===== config.mk =====
export PLATFORM = sky130hd
export DESIGN_NAME = tick_clock_with_alarm_slots
export DESIGN_NICKNAME = d
export VERILOG_FILES = /design/src/rtl/tca_pkg.sv /design/src/rtl/tick_clock_with_alarm_slots.sv /design/src/rtl/tca_front.sv /design/src/rtl/tca_back.sv
export SDC_FILE = /design/constraint.sdc
export NUM_CORES = 1
export LEC_CHECK = 0
export ABC_AREA = 0
export BUFFER_PORTS_ARGS = -buffer_cell sky130_fd_sc_hd__buf_2
export CORE_UTILIZATION = 60
export DETAILED_ROUTE_END_ITERATION = 10
export PLACE_DENSITY = 0.78
export REMOVE_ABC_BUFFERS = 1
export SYNTH_ARGS = -nofsm -noshare
export SYNTH_HDL_FRONTEND = slang
export SYNTH_SLANG_ARGS = --single-unit

===== constraint.sdc =====
create_clock -name clk -period 10.75 [get_ports clk]
set_clock_uncertainty 0.1 [all_clocks]
set_input_delay 3.225 -clock clk [delete_from_list [all_inputs] [get_ports clk]]
set_output_delay 3.225 -clock clk [all_outputs]
set_load 0.01 [all_outputs]

===== src/rtl/tca_pkg.sv =====
// Shared types and constants for the tick clock with alarm slots.
// No dependencies.
package tca_pkg;

  localparam int MS_W        = 10;
  localparam int SEC_W       = 6;
  localparam int MIN_W       = 6;
  localparam int HOUR_W      = 20;
  localparam int TOTAL_W     = 42;
  localparam int DELAY_W     = 24;
  localparam int SLOT_W      = 3;
  localparam int SIDX_W      = 7;
  localparam int MAX_RESULTS = 8;
  localparam int CNT_W       = 4;
  localparam int MS_PER_SEC  = 1000;
  localparam int SEC_PER_MIN = 60;
  localparam int MIN_PER_HR  = 60;

  localparam logic [TOTAL_W-1:0] TOTAL_SPAN      = 42'd3774873600000;
  localparam logic [MS_W-1:0]    MS_PER_TICK_RST = 10'd10;

  typedef enum logic [1:0] {
    OP_TICK   = 2'd0,
    OP_ARM    = 2'd1,
    OP_CANCEL = 2'd2,
    OP_READ   = 2'd3
  } op_t;

  typedef enum logic [1:0] {
    KIND_WAKE       = 2'd0,
    KIND_TIME       = 2'd1,
    KIND_ARM_ACK    = 2'd2,
    KIND_CANCEL_ACK = 2'd3
  } kind_t;

  typedef struct packed {
    op_t                op;
    logic [SLOT_W-1:0]  slot;
    logic               in_range;
    logic [DELAY_W-1:0] delay;
  } cmd_t;

endpackage


===== src/rtl/tick_clock_with_alarm_slots.sv =====
// Time-of-day clock with alarm slots. Read and cancel pass through S_EXEC and
// S_EMIT, arm through S_EXEC, S_WRAP and S_EMIT; a tick also scans the slots,
// reading one expiry entry per S_SCAN_RD/S_SCAN_CMP pair from its read port.
// A two-word command queue lets input be taken while the back end works.
// Reset (rst_n low, synchronous) clears clock, armed flags and queue and sets
// ms_per_tick to 10; expiry storage is not cleared.
module tick_clock_with_alarm_slots #(
  parameter int NUM_SLOTS = 8
) (
  input  logic                         clk,
  input  logic                         rst_n,
  input  logic                         in_valid,
  output logic                         in_ready,
  input  logic [1:0]                   in_operation,
  input  logic [tca_pkg::SLOT_W-1:0]   in_slot,
  input  logic [tca_pkg::DELAY_W-1:0]  in_delay_ms,
  output logic                         out_valid,
  input  logic                         out_ready,
  output logic [1:0]                   out_kind,
  output logic [tca_pkg::SLOT_W-1:0]   out_slot_out,
  output logic [tca_pkg::HOUR_W-1:0]   out_hours,
  output logic [tca_pkg::MIN_W-1:0]    out_minutes,
  output logic [tca_pkg::SEC_W-1:0]    out_seconds,
  output logic [tca_pkg::MS_W-1:0]     out_millis,
  output logic [tca_pkg::TOTAL_W-1:0]  out_total_ms,
  output logic                         out_last,
  input  logic                         cfg_valid,
  output logic                         cfg_ready,
  input  logic [tca_pkg::MS_W-1:0]     cfg_ms_per_tick
);
  import tca_pkg::*;

  logic [MS_W-1:0] ms_per_tick_r;
  logic            cmd_valid;
  cmd_t            cmd;
  logic            cmd_pop;

  assign cfg_ready = 1'b1;

  always_ff @(posedge clk) begin
    if (!rst_n) begin
      ms_per_tick_r <= MS_PER_TICK_RST;
    end else if (cfg_valid && cfg_ready) begin
      ms_per_tick_r <= cfg_ms_per_tick;
    end
  end

  tca_front #(.NUM_SLOTS(NUM_SLOTS)) u_front (
    .clk          (clk),
    .rst_n        (rst_n),
    .in_valid     (in_valid),
    .in_ready     (in_ready),
    .in_operation (in_operation),
    .in_slot      (in_slot),
    .in_delay_ms  (in_delay_ms),
    .cmd_valid    (cmd_valid),
    .cmd          (cmd),
    .cmd_pop      (cmd_pop)
  );

  tca_back #(.NUM_SLOTS(NUM_SLOTS)) u_back (
    .clk          (clk),
    .rst_n        (rst_n),
    .ms_per_tick  (ms_per_tick_r),
    .cmd_valid    (cmd_valid),
    .cmd          (cmd),
    .cmd_pop      (cmd_pop),
    .out_valid    (out_valid),
    .out_ready    (out_ready),
    .out_kind     (out_kind),
    .out_slot_out (out_slot_out),
    .out_hours    (out_hours),
    .out_minutes  (out_minutes),
    .out_seconds  (out_seconds),
    .out_millis   (out_millis),
    .out_total_ms (out_total_ms),
    .out_last     (out_last)
  );

endmodule


===== src/rtl/tca_front.sv =====
// Front end: accepts input words, decodes them into commands and queues them.
// Depends on tca_pkg.
module tca_front #(
  parameter int NUM_SLOTS = 8
) (
  input  logic                         clk,
  input  logic                         rst_n,
  input  logic                         in_valid,
  output logic                         in_ready,
  input  logic [1:0]                   in_operation,
  input  logic [tca_pkg::SLOT_W-1:0]   in_slot,
  input  logic [tca_pkg::DELAY_W-1:0]  in_delay_ms,
  output logic                         cmd_valid,
  output tca_pkg::cmd_t                cmd,
  input  logic                         cmd_pop
);
  import tca_pkg::*;

  localparam int QD = 2;

  cmd_t              q_r [QD];
  logic              wr_ptr_r;
  logic              rd_ptr_r;
  logic [1:0]        cnt_r;
  cmd_t              cmd_new;
  logic [SIDX_W-1:0] slot_ext;
  logic              push;
  logic              pop;

  assign slot_ext         = SIDX_W'(in_slot);
  assign cmd_new.op       = op_t'(in_operation);
  assign cmd_new.slot     = in_slot;
  assign cmd_new.in_range = (slot_ext < SIDX_W'(NUM_SLOTS));
  assign cmd_new.delay    = in_delay_ms;

  assign in_ready  = (cnt_r != 2'(QD));
  assign cmd_valid = (cnt_r != 2'd0);
  assign cmd       = q_r[rd_ptr_r];
  assign push      = in_valid && in_ready;
  assign pop       = cmd_pop && cmd_valid;

  always_ff @(posedge clk) begin
    if (!rst_n) begin
      wr_ptr_r <= 1'b0;
      rd_ptr_r <= 1'b0;
      cnt_r    <= 2'd0;
    end else begin
      if (push) wr_ptr_r <= ~wr_ptr_r;
      if (pop)  rd_ptr_r <= ~rd_ptr_r;
      if (push && !pop)      cnt_r <= cnt_r + 2'd1;
      else if (pop && !push) cnt_r <= cnt_r - 2'd1;
    end
  end

  always_ff @(posedge clk) begin
    if (push) q_r[wr_ptr_r] <= cmd_new;
  end

endmodule


===== src/rtl/tca_back.sv =====
// Back end: keeps the clock and alarm table, executes commands, scans slots
// and drives the result register. Depends on tca_pkg.
module tca_back #(
  parameter int NUM_SLOTS = 8
) (
  input  logic                         clk,
  input  logic                         rst_n,
  input  logic [tca_pkg::MS_W-1:0]     ms_per_tick,
  input  logic                         cmd_valid,
  input  tca_pkg::cmd_t                cmd,
  output logic                         cmd_pop,
  output logic                         out_valid,
  input  logic                         out_ready,
  output logic [1:0]                   out_kind,
  output logic [tca_pkg::SLOT_W-1:0]   out_slot_out,
  output logic [tca_pkg::HOUR_W-1:0]   out_hours,
  output logic [tca_pkg::MIN_W-1:0]    out_minutes,
  output logic [tca_pkg::SEC_W-1:0]    out_seconds,
  output logic [tca_pkg::MS_W-1:0]     out_millis,
  output logic [tca_pkg::TOTAL_W-1:0]  out_total_ms,
  output logic                         out_last
);
  import tca_pkg::*;

  localparam int SW = (NUM_SLOTS > 1) ? $clog2(NUM_SLOTS) : 1;

  typedef enum logic [2:0] {
    S_IDLE,
    S_EXEC,
    S_WRAP,
    S_EMIT,
    S_SCAN_RD,
    S_SCAN_CMP,
    S_FLUSH
  } state_t;

  state_t               state_r;
  cmd_t                 cmd_r;
  logic [HOUR_W-1:0]    hours_r;
  logic [MIN_W-1:0]     min_r;
  logic [SEC_W-1:0]     sec_r;
  logic [MS_W-1:0]      ms_r;
  logic [TOTAL_W-1:0]   total_r;
  logic [TOTAL_W-1:0]   sum_r;
  logic [NUM_SLOTS-1:0] armed_r;
  logic [SW-1:0]        scan_idx_r;
  logic [CNT_W-1:0]     found_r;
  logic                 pend_v_r;
  logic [SW-1:0]        pend_slot_r;
  kind_t                emit_kind_r;
  logic [SLOT_W-1:0]    emit_slot_r;
  logic                 out_valid_r;
  kind_t                out_kind_r;
  logic [SLOT_W-1:0]    out_slot_r;
  logic                 out_last_r;
  logic [HOUR_W-1:0]    out_hours_r;
  logic [MIN_W-1:0]     out_min_r;
  logic [SEC_W-1:0]     out_sec_r;
  logic [MS_W-1:0]      out_ms_r;
  logic [TOTAL_W-1:0]   out_total_r;

  logic [TOTAL_W-1:0]   expiry_mem [NUM_SLOTS];
  logic [TOTAL_W-1:0]   rd_q;

  logic [MS_W:0]        m_sum;
  logic [MS_W-1:0]      ms_adv;
  logic [1:0]           s_carry;
  logic [SEC_W:0]       s_sum;
  logic [SEC_W-1:0]     sec_adv;
  logic                 mi_carry;
  logic [MIN_W:0]       mi_sum;
  logic [MIN_W-1:0]     min_adv;
  logic                 h_carry;
  logic [TOTAL_W-1:0]   wrapped;
  logic [SW-1:0]        cmd_idx;
  logic                 mem_we;
  logic                 due;
  logic                 out_ok;
  logic                 out_load;
  kind_t                load_kind;
  logic [SLOT_W-1:0]    load_slot;
  logic                 load_last;
  logic                 scan_go;

  // clock advance by one tick, carries are at most two seconds deep
  always_comb begin
    m_sum = {1'b0, ms_r} + {1'b0, ms_per_tick};
    if (m_sum >= (MS_W+1)'(2*MS_PER_SEC)) begin
      ms_adv  = MS_W'(m_sum - (MS_W+1)'(2*MS_PER_SEC));
      s_carry = 2'd2;
    end else if (m_sum >= (MS_W+1)'(MS_PER_SEC)) begin
      ms_adv  = MS_W'(m_sum - (MS_W+1)'(MS_PER_SEC));
      s_carry = 2'd1;
    end else begin
      ms_adv  = MS_W'(m_sum);
      s_carry = 2'd0;
    end
    s_sum = {1'b0, sec_r} + (SEC_W+1)'(s_carry);
    if (s_sum >= (SEC_W+1)'(SEC_PER_MIN)) begin
      sec_adv  = SEC_W'(s_sum - (SEC_W+1)'(SEC_PER_MIN));
      mi_carry = 1'b1;
    end else begin
      sec_adv  = SEC_W'(s_sum);
      mi_carry = 1'b0;
    end
    mi_sum = {1'b0, min_r} + (MIN_W+1)'(mi_carry);
    if (mi_sum >= (MIN_W+1)'(MIN_PER_HR)) begin
      min_adv = MIN_W'(mi_sum - (MIN_W+1)'(MIN_PER_HR));
      h_carry = 1'b1;
    end else begin
      min_adv = MIN_W'(mi_sum);
      h_carry = 1'b0;
    end
  end

  assign wrapped = (sum_r >= TOTAL_SPAN) ? (sum_r - TOTAL_SPAN) : sum_r;
  assign cmd_idx = SW'(cmd_r.slot);
  assign mem_we  = (state_r == S_WRAP) && (cmd_r.op == OP_ARM) && cmd_r.in_range;
  assign due     = armed_r[scan_idx_r] && (rd_q <= total_r);
  assign out_ok  = !out_valid_r || out_ready;
  assign cmd_pop = (state_r == S_IDLE);
  assign scan_go = !(due && pend_v_r && !out_ok);

  always_comb begin
    out_load  = 1'b0;
    load_kind = emit_kind_r;
    load_slot = emit_slot_r;
    load_last = 1'b1;
    case (state_r)
      S_EMIT: out_load = out_ok;
      S_SCAN_CMP: begin
        out_load  = due && pend_v_r && out_ok;
        load_kind = KIND_WAKE;
        load_slot = SLOT_W'(SIDX_W'(pend_slot_r));
        load_last = 1'b0;
      end
      S_FLUSH: begin
        out_load  = pend_v_r && out_ok;
        load_kind = KIND_WAKE;
        load_slot = SLOT_W'(SIDX_W'(pend_slot_r));
      end
      default: out_load = 1'b0;
    endcase
  end

  always_ff @(posedge clk) begin
    if (mem_we) expiry_mem[cmd_idx] <= wrapped;
    rd_q <= expiry_mem[scan_idx_r];
  end

  always_ff @(posedge clk) begin
    if (!rst_n) begin
      state_r     <= S_IDLE;
      hours_r     <= '0;
      min_r       <= '0;
      sec_r       <= '0;
      ms_r        <= '0;
      total_r     <= '0;
      armed_r     <= '0;
      scan_idx_r  <= '0;
      found_r     <= '0;
      pend_v_r    <= 1'b0;
      out_valid_r <= 1'b0;
    end else begin
      out_valid_r <= out_load || (out_valid_r && !out_ready);
      if (out_load) begin
        out_kind_r  <= load_kind;
        out_slot_r  <= load_slot;
        out_last_r  <= load_last;
        out_hours_r <= hours_r;
        out_min_r   <= min_r;
        out_sec_r   <= sec_r;
        out_ms_r    <= ms_r;
        out_total_r <= total_r;
      end
      unique case (state_r)
        S_IDLE: begin
          if (cmd_valid) begin
            cmd_r   <= cmd;
            state_r <= S_EXEC;
          end
        end
        S_EXEC: begin
          unique case (cmd_r.op)
            OP_TICK: begin
              ms_r    <= ms_adv;
              sec_r   <= sec_adv;
              min_r   <= min_adv;
              hours_r <= hours_r + HOUR_W'(h_carry);
              sum_r   <= total_r + TOTAL_W'(ms_per_tick);
              state_r <= S_WRAP;
            end
            OP_ARM: begin
              sum_r   <= total_r + TOTAL_W'(cmd_r.delay);
              state_r <= S_WRAP;
            end
            OP_CANCEL: begin
              if (cmd_r.in_range) armed_r[cmd_idx] <= 1'b0;
              emit_kind_r <= KIND_CANCEL_ACK;
              emit_slot_r <= cmd_r.slot;
              state_r     <= S_EMIT;
            end
            OP_READ: begin
              emit_kind_r <= KIND_TIME;
              emit_slot_r <= '0;
              state_r     <= S_EMIT;
            end
          endcase
        end
        S_WRAP: begin
          if (cmd_r.op == OP_TICK) begin
            total_r    <= wrapped;
            scan_idx_r <= '0;
            found_r    <= '0;
            pend_v_r   <= 1'b0;
            state_r    <= S_SCAN_RD;
          end else begin
            if (cmd_r.in_range) armed_r[cmd_idx] <= 1'b1;
            emit_kind_r <= KIND_ARM_ACK;
            emit_slot_r <= cmd_r.slot;
            state_r     <= S_EMIT;
          end
        end
        S_EMIT: begin
          if (out_ok) state_r <= S_IDLE;
        end
        S_SCAN_RD: state_r <= S_SCAN_CMP;
        S_SCAN_CMP: begin
          if (scan_go) begin
            if (due) begin
              armed_r[scan_idx_r] <= 1'b0;
              pend_slot_r         <= scan_idx_r;
              pend_v_r            <= 1'b1;
              found_r             <= found_r + CNT_W'(1);
            end
            if ((scan_idx_r == SW'(NUM_SLOTS-1)) ||
                (due && (found_r == CNT_W'(MAX_RESULTS-1)))) begin
              state_r <= S_FLUSH;
            end else begin
              scan_idx_r <= scan_idx_r + SW'(1);
              state_r    <= S_SCAN_RD;
            end
          end
        end
        S_FLUSH: begin
          if (!pend_v_r) begin
            state_r <= S_IDLE;
          end else if (out_ok) begin
            pend_v_r <= 1'b0;
            state_r  <= S_IDLE;
          end
        end
        default: state_r <= S_IDLE;
      endcase
    end
  end

  assign out_valid    = out_valid_r;
  assign out_kind     = out_kind_r;
  assign out_slot_out = out_slot_r;
  assign out_hours    = out_hours_r;
  assign out_minutes  = out_min_r;
  assign out_seconds  = out_sec_r;
  assign out_millis   = out_ms_r;
  assign out_total_ms = out_total_r;
  assign out_last     = out_last_r;

  a_total_range: assert property (@(posedge clk) disable iff (!rst_n)
    total_r < TOTAL_SPAN)
    else $error("total out of range");

  a_fields_range: assert property (@(posedge clk) disable iff (!rst_n)
    (ms_r < MS_W'(MS_PER_SEC)) && (sec_r < SEC_W'(SEC_PER_MIN)) &&
    (min_r < MIN_W'(MIN_PER_HR)))
    else $error("clock field out of range");

  a_found_max: assert property (@(posedge clk) disable iff (!rst_n)
    found_r <= CNT_W'(MAX_RESULTS))
    else $error("too many wakes");

  a_nonlast_wake: assert property (@(posedge clk) disable iff (!rst_n)
    (out_valid_r && !out_last_r) |-> (out_kind_r == KIND_WAKE))
    else $error("non-final word is not a wake");

  a_cmp_after_rd: assert property (@(posedge clk) disable iff (!rst_n)
    (state_r == S_SCAN_CMP) |->
      ($past(state_r) == S_SCAN_RD || $past(state_r) == S_SCAN_CMP))
    else $error("compare without read");

endmodule

## Word-level counts from Yosys, hierarchy flattened

Memories as Yosys holds them, arrays and structs flattened. A register that Yosys moved wholly into a read port is not among the register bits.
Index checks and enable logic that the tools add are counted.

- Output and inout port bits: 93
- Memories kept: 2
- RAM bits: 396
- Flip-flop bits (word level): 258
- Logic and storage cells: 192
- Bits of input ports: 44

- Eq/ne operators: 22
- Muxes and demuxes: 60
- Order comparisons: 11
- Bitwise gates (word level): 8
- Reductions and logical operators: 47
- Add/sub/neg operators: 15

Memories:

| memory | depth | width | read ports | clocked after Yosys merged registers in | write ports | line | text |
|---|---|---|---|---|---|---|---|
| u_back.expiry_mem | 8 | 42 | 1 | 1 | 1 | tca_back.sv:62 | `logic [TOTAL_W-1:0] expiry_mem [NUM_SLOTS];` |
| u_front.q_r | 2 | 30 | 1 | 1 | 1 | tca_front.sv:21 | `cmd_t q_r [QD];` |

Operator list:

| cell | number |
|---|---|
| case mux 42 bit (2 select lines) | 1 |
| 2-to-1 mux 8 bit | 6 |
| adder 42 x 10 -> 42 bit | 1 |
| adder 42 x 24 -> 42 bit | 1 |
| >= comparator 42 bit (second input constant) | 1 |
| less-or-equal comparator 42 bit | 1 |
| 2-to-1 mux 42 bit | 1 |
| subtractor 42 bit (second input constant) | 1 |
| 2-to-1 mux 3 bit | 10 |
| case mux 3 bit (2 select lines) | 4 |
| case mux 8 bit (3 select lines) | 1 |
| case mux 3 bit (7 select lines) | 1 |
| adder 20 x 1 -> 20 bit | 1 |
| 2-to-1 mux 10 bit | 2 |
| AND reduction 4 bit | 5 |
| subtractor 10 bit (second input constant) | 2 |
| bitwise AND 8 bit | 2 |
| 2-to-1 mux 1 bit | 16 |
| inverter 8 bit | 2 |
| logical AND 1 bit | 15 |
| >= comparator 7 x 6 -> 1 bit (second input constant) | 2 |
| equality test 3 bit (second input constant) | 4 |
| less-than comparator 3 x 4 -> 1 bit (second input constant) | 3 |
| 2-to-1 mux 4 bit | 3 |
| 38 further kinds | 77 |

## Longest topological paths before layout

- Word-level depth: 11
- Gate-level depth with buffers: 36
- Mapped depth without buffers: 36

## Hierarchy

A second synthesis with hierarchy kept.

- Cell total of the unflattened synthesis: 1968
- Area total of the unflattened synthesis: 29976.2 um^2

By module, submodules not included:

| module | times used | area an instance (um^2) | seq. area each (um^2) | cells an instance |
|---|---|---|---|---|
| tca_back | 1 | 27253.6 | 18117.4 | 1819 |
| tca_front | 1 | 2342.2 | 1841.8 | 116 |
| tick_clock_with_alarm_slots | 1 | 380.4 | 200.2 | 33 |

## Worst setup path before layout

Ideal clock, no wire load.

- Path type: flip-flop to flip-flop
- Start point: register ms_per_tick_r[0]
- End point: register u_back.hours_r[19]
- Arrival time: 6942 ps
- Setup slack: 3638 ps
- Buffers on the path: 0
- Setup time: 70 ps
- Clock period less this slack: 7112 ps
- Data required time: 10580 ps
- Cell stages (with the launch flop): 37
- Path through: dfxtp_1 -> ha_1 -> inv_1 -> fa_1 -> nand2b_1 -> a21oi_1 -> xor2_1 -> inv_1 -> ha_1 -> nor2b_1 -> mux2_2 -> a31oi_1 -> o31a_1 -> nor2_4 -> ha_1 -> inv_1 -> fa_1 -> nor2b_1 -> nor2_1 -> ha_1 -> nand3b_1 -> nor4b_1 -> nor2_1 -> nor2_1 -> ha_1 -> ha_1 -> xor2_1 -> ha_1 -> nand2_1 -> o31ai_1 -> a22o_1 -> ha_1 -> nand3_1 -> nor2_1 -> nand2_1 -> or3_1 -> a21oi_1

- Longest elaborated chain between the ends: 11
- Elaborated cells between the ends (all ways): 12
- Classes of those cells: 4 x add/sub; 4 x order compare; 4 x mux

RTL lines:

| what | line | text |
|---|---|---|
| start, declared | tick_clock_with_alarm_slots.sv:33 | `logic [MS_W-1:0] ms_per_tick_r;` |
| start signal, assigned | tick_clock_with_alarm_slots.sv:44 | `ms_per_tick_r <= cfg_ms_per_tick;` |
| adder 10 x 10 -> 11 bit (*) | tca_back.sv:87 | `m_sum = {1'b0, ms_r} + {1'b0, ms_per_tick};` |
| >= comparator 11 x 10 -> 1 bit | tca_back.sv:91 | `end else if (m_sum >= (MS_W+1)'(MS_PER_SEC)) begin` |
| 2-to-1 mux 1 bit | tca_back.sv:91 |  |
| 2-to-1 mux 2 bit (*) | tca_back.sv:88 | `if (m_sum >= (MS_W+1)'(2*MS_PER_SEC)) begin` |
| adder 6 x 2 -> 7 bit (*) | tca_back.sv:98 | `s_sum = {1'b0, sec_r} + (SEC_W+1)'(s_carry);` |
| >= comparator 7 x 6 -> 1 bit (*) | tca_back.sv:99 | `if (s_sum >= (SEC_W+1)'(SEC_PER_MIN)) begin` |
| 2-to-1 mux 1 bit (*) | tca_back.sv:99 |  |
| adder 6 x 1 -> 7 bit (*) | tca_back.sv:106 | `mi_sum = {1'b0, min_r} + (MIN_W+1)'(mi_carry);` |
| >= comparator 7 x 6 -> 1 bit (*) | tca_back.sv:107 | `if (mi_sum >= (MIN_W+1)'(MIN_PER_HR)) begin` |
| 2-to-1 mux 1 bit (*) | tca_back.sv:107 |  |
| adder 20 x 1 -> 20 bit (*) | tca_back.sv:189 | `hours_r <= hours_r + HOUR_W'(h_carry);` |
| end signal, assigned | tca_back.sv:189 |  |
| end, declared | tca_back.sv:39 | `logic [HOUR_W-1:0] hours_r;` |

Mark *: on every way between the ends. The rest lies on a longest branch, timed or not.
A chain may end at the register's enable or synchronous reset.

## Worst setup path after layout

- Start point: register u_back.ms_r[0]
- End point: register u_back.hours_r[19]

- Longest elaborated chain between the ends: 11
- Elaborated cells between the ends (all ways): 12
- Classes of those cells: 4 x add/sub; 4 x order compare; 4 x mux

RTL lines:

| what | line | text |
|---|---|---|
| start, declared | tca_back.sv:42 | `logic [MS_W-1:0] ms_r;` |
| start signal, assigned | tca_back.sv:186 | `ms_r <= ms_adv;` |
| adder 10 x 10 -> 11 bit (*) | tca_back.sv:87 |  |
| >= comparator 11 x 10 -> 1 bit | tca_back.sv:91 |  |
| 2-to-1 mux 1 bit | tca_back.sv:91 |  |
| 2-to-1 mux 2 bit (*) | tca_back.sv:88 |  |
| adder 6 x 2 -> 7 bit (*) | tca_back.sv:98 |  |
| >= comparator 7 x 6 -> 1 bit (*) | tca_back.sv:99 |  |
| 2-to-1 mux 1 bit (*) | tca_back.sv:99 |  |
| adder 6 x 1 -> 7 bit (*) | tca_back.sv:106 |  |
| >= comparator 7 x 6 -> 1 bit (*) | tca_back.sv:107 |  |
| 2-to-1 mux 1 bit (*) | tca_back.sv:107 |  |
| adder 20 x 1 -> 20 bit (*) | tca_back.sv:189 |  |

Marks and branches as above.

==> metrics.md <==
| Metric | Value |
|---|---|
| Max stage delay cell, worst path | `nor2_1` |
| Gr usage total | `25.2%` |
| Setup bufs post-CTS | `0` |
| Gr ovfl total | `0` |
| Clk slew on worst S/H paths | `0.06 ns` |
| Clk root buf | `clkbuf_16` |
| Post-synthesis cell area | `29900 µm²` |
| Pre-antenna DRT Iters | `6` |
| Max Cap Violations | `0` |
| Final Wtd Congestion | `0.890` |
| Num CTS Buffers | `72` |
| DRC viols | `0` |
| Delay-heaviest family, CP | `simple AND/OR/NAND/NOR gates` |
| Maximum vdd drop | `0.151 mV` |
| Initial core utilization | `60.9%` |
| Die height | `225 µm` |
| Period minus WS final | `8.45 ns` |
| Req. time, crit path | `11.17 ns` |
| HPWL Detailed | `38000 µm` |
| Cell taking the most area after synthesis | `edfxtp_1` |
| Core footprint | `49100 µm²` |
| Max Fclk | `0.118 GHz` |
| RSZ-0062 raised after global routing | `no` |
| Synth Area per Inst | `14.9 µm²` |
| R2R Path End | `u_back.hours_r[19]` |
| Worst hold path cell count | `0` |
| CTS sink cnt | `723` |
| Synth top area share | `56.6%` |
| Crit path depth | `36` |
| Setup WS pre-CTS | `2.47 ns` |
| Min-delay src | `u_back.total_r[38]` |
| Asr flop ratio synth | `0%` |
| Tcrit/Tclk final | `78.6%` |
| Top cells by area, synth | `edfxtp_1 (57%), dfxtp_1 (11%), mux4_2 (6.5%)` |
| Hold buffer count at cts | `0` |
| First-pass GRT wire length | `96700 µm` |
| Post-synth EDFFs | `563` |
| Fraction of layout cells with a size suffix above 1 | `21.6%` |
| Initial antenna violation count | `2` |
| Io pins | `137` |
| CP endpoint kind | `flop` |
| Number of global-route vias before repair | `17500` |
| Prevailing post-synth register cell | `edfxtp_1` |
| Placement Rows | `81` |
| Initial DRC count | `1535` |
| Clk Latency, worst-skew pair | `0.60 ns` |
| Cell mode on critical path | `ha_1` |
| Pwr dens | `190 nW/µm²` |
| WS Path Type | `flop to flop` |
| Fin Setup TNS | `0 ns` |
| Least-Margin Pin Slew | `1.10 ns` |
| Seq/Total Area, Yosys | `67.3%` |
| Port Buffer Count | `135` |
| CTS resizes | `0` |
| Wire per inst | `21.8 µm` |
| Final worst slack | `2.30 ns` |
| HP Class | `flop to flop` |
| Worst Hold Slack | `0.348 ns` |
| Worst rel slew slack | `26.8%` |
| Die Wd | `225 µm` |
| Syn Inst Count | `1999` |
| Area grow syn2layout | `13.1%` |
| Pins Over Slew Limit | `0` |
| Synth unique cells | `85` |
| Number of synthesized register bits | `723` |
| Worst path buffer plus inverter count | `3` |
| Largest net degree at the start of global routing | `73` |
| Fin nets | `2297` |
| Max stage delay on crit path | `0.50 ns` |
| Hold Path End | `u_back.out_total_ms[38]` |
| R2R setup slack | `2.30 ns` |
| Via density | `6.02` |
| Fin. Hold Viols | `0` |
| CTS Buffer Depth | `3` |
| Arr. time, crit path | `8.87 ns` |
| Final Instance Area | `33800 µm²` |
| Final Setup Violations | `0` |
| CP max FO | `9` |
| RR Startpoint | `u_back.ms_r[0]` |
| Cell count of the worst reg-to-reg path | `36` |
| Total Wirelength | `62700 µm` |
| Placed Instance Area | `31400 µm²` |
| Yosys warns | `0` |
| Die footprint | `50700 µm²` |
| Cell with the most instances after synthesis | `edfxtp_1` |
| CTS H-Tree Depth | `3` |
| Setup crit start kind | `flop` |
| Fillers | `3179` |
| Antenna viol nets, final | `0` |
| Lkg Pwr | `11.6 nW` |
| Commonest cells in the netlist | `edfxtp_1 (563), dfxtp_1 (160), nand2_1 (139), nor2_1 (121), a21oi_1 (106)` |
| Via count | `17300` |
| Status | `complete, no violations` |
| CTS tree | `yes` |
[area by class of cell]
type	instances	area (µm²)	area share (%)
diodes	1	2.50	0.00741
clock buffers	96	1980	5.87
clock inverters	35	425	1.26
inverters	68	256	0.759
multi-input cells	1131	9300	27.5
flip-flops and latches	723	20100	59.6
well taps	664	831	2.46
repair buffers	160	863	2.56
[per-stage QoR]
stage | utilization, % | std cells | power [W]
3_3_place_gp | 63.9 | 2746 | 0.00390
4_1_cts | 68.9 | 2877 | 0.00646
6_report | 68.9 | 2878 | 0.00643
3_5_place_dp | 63.9 | 2746 | 0.00392
5_1_grt | 68.9 | 2877 | 0.00664
2_1_floorplan | - | 1922 | 0.00373
[state kept, by name, indices dropped and copies added (netlist names), 8 cells and up]
name / flops
u_back.rd_q: 42
u_back.total_r: 42
u_back.cmd_r: 26
u_front.q_r: 58
u_back.out_hours: 20
u_back.hours_r: 20
u_back.sum_r: 42
u_back.armed_r: 8
u_back.out_total_ms: 42
ms_per_tick_r: 10
u_back.ms_r: 10
u_back.expiry_mem: 336
u_back.out_millis: 10
[cells by family (layout without fill, tap and decap cells)]
family / after synthesis / after routing / share of synthesized area, %
simple gates: 460 / 460 / 7.47
xor+xnor: 89 / 89 / 2.61
flops: 723 / 723 / 67.3
fa+ha+maj: 97 / 97 / 4.14
compound gates: 296 / 296 / 6.34
mux: 188 / 188 / 10.3
buf+inv: 145 / 359 / 1.85
other cells: 1 / 2 / 0.0126
[worst reg2reg max path, delay by kind of cell, from the launching register on]
family / cells / cell delay (ns)
simple gates: 14 / 2.81
fa+ha+maj: 10 / 2.67
compound gates: 6 / 1.22
xor+xnor: 2 / 0.67
flops: 1 / 0.36
buf+inv: 3 / 0.32
mux: 1 / 0.22
[report_power, final]
| part | switching (W) | internal (W) | total, W |
|---|---|---|---|
| sequential | 0.0000930 | 0.00320 | 0.00329 |
| clock | 0.00103 | 0.00152 | 0.00256 |
| combinational | 0.000367 | 0.000221 | 0.000588 |
| total | 0.00149 | 0.00494 | 0.00643 |
[per-layer routing]
metal	up-vias	wire length, µm	GRT usage [%]
met5	-	11	0
met4	2	1410	8.82
met3	115	4160	3.78
met2	664	31100	42.0
met1	8658	26000	33.9
li1	7894	-	-
[cell usage in the layout, fill, tap and decap left out, types with 66 or more instances in the layout]
cell type,instances
a21oi_1,106
buf_2,135
clkbuf_16,74
dfxtp_1,157
edfxtp_1,563
ha_1,94
inv_1,67
mux2_2,85
mux4_2,86
nand2_1,138
nor2_1,111
o21ai_0,66
[how the worst max path moves through the flow]
stage                         start                  end  slack, ns
2_1_floorplan  u_back.scan_idx_r[0]  u_back.out_hours[0]       2.49
4_1_cts            ms_per_tick_r[0]   u_back.hours_r[19]       2.45
6_report             u_back.ms_r[0]   u_back.hours_r[19]       2.30
3_5_place_dp       ms_per_tick_r[0]   u_back.hours_r[19]       2.47
3_3_place_gp       ms_per_tick_r[0]   u_back.hours_r[19]       3.00
5_1_grt            ms_per_tick_r[0]   u_back.hours_r[19]       1.72
(Power assumes the default switching activity.)
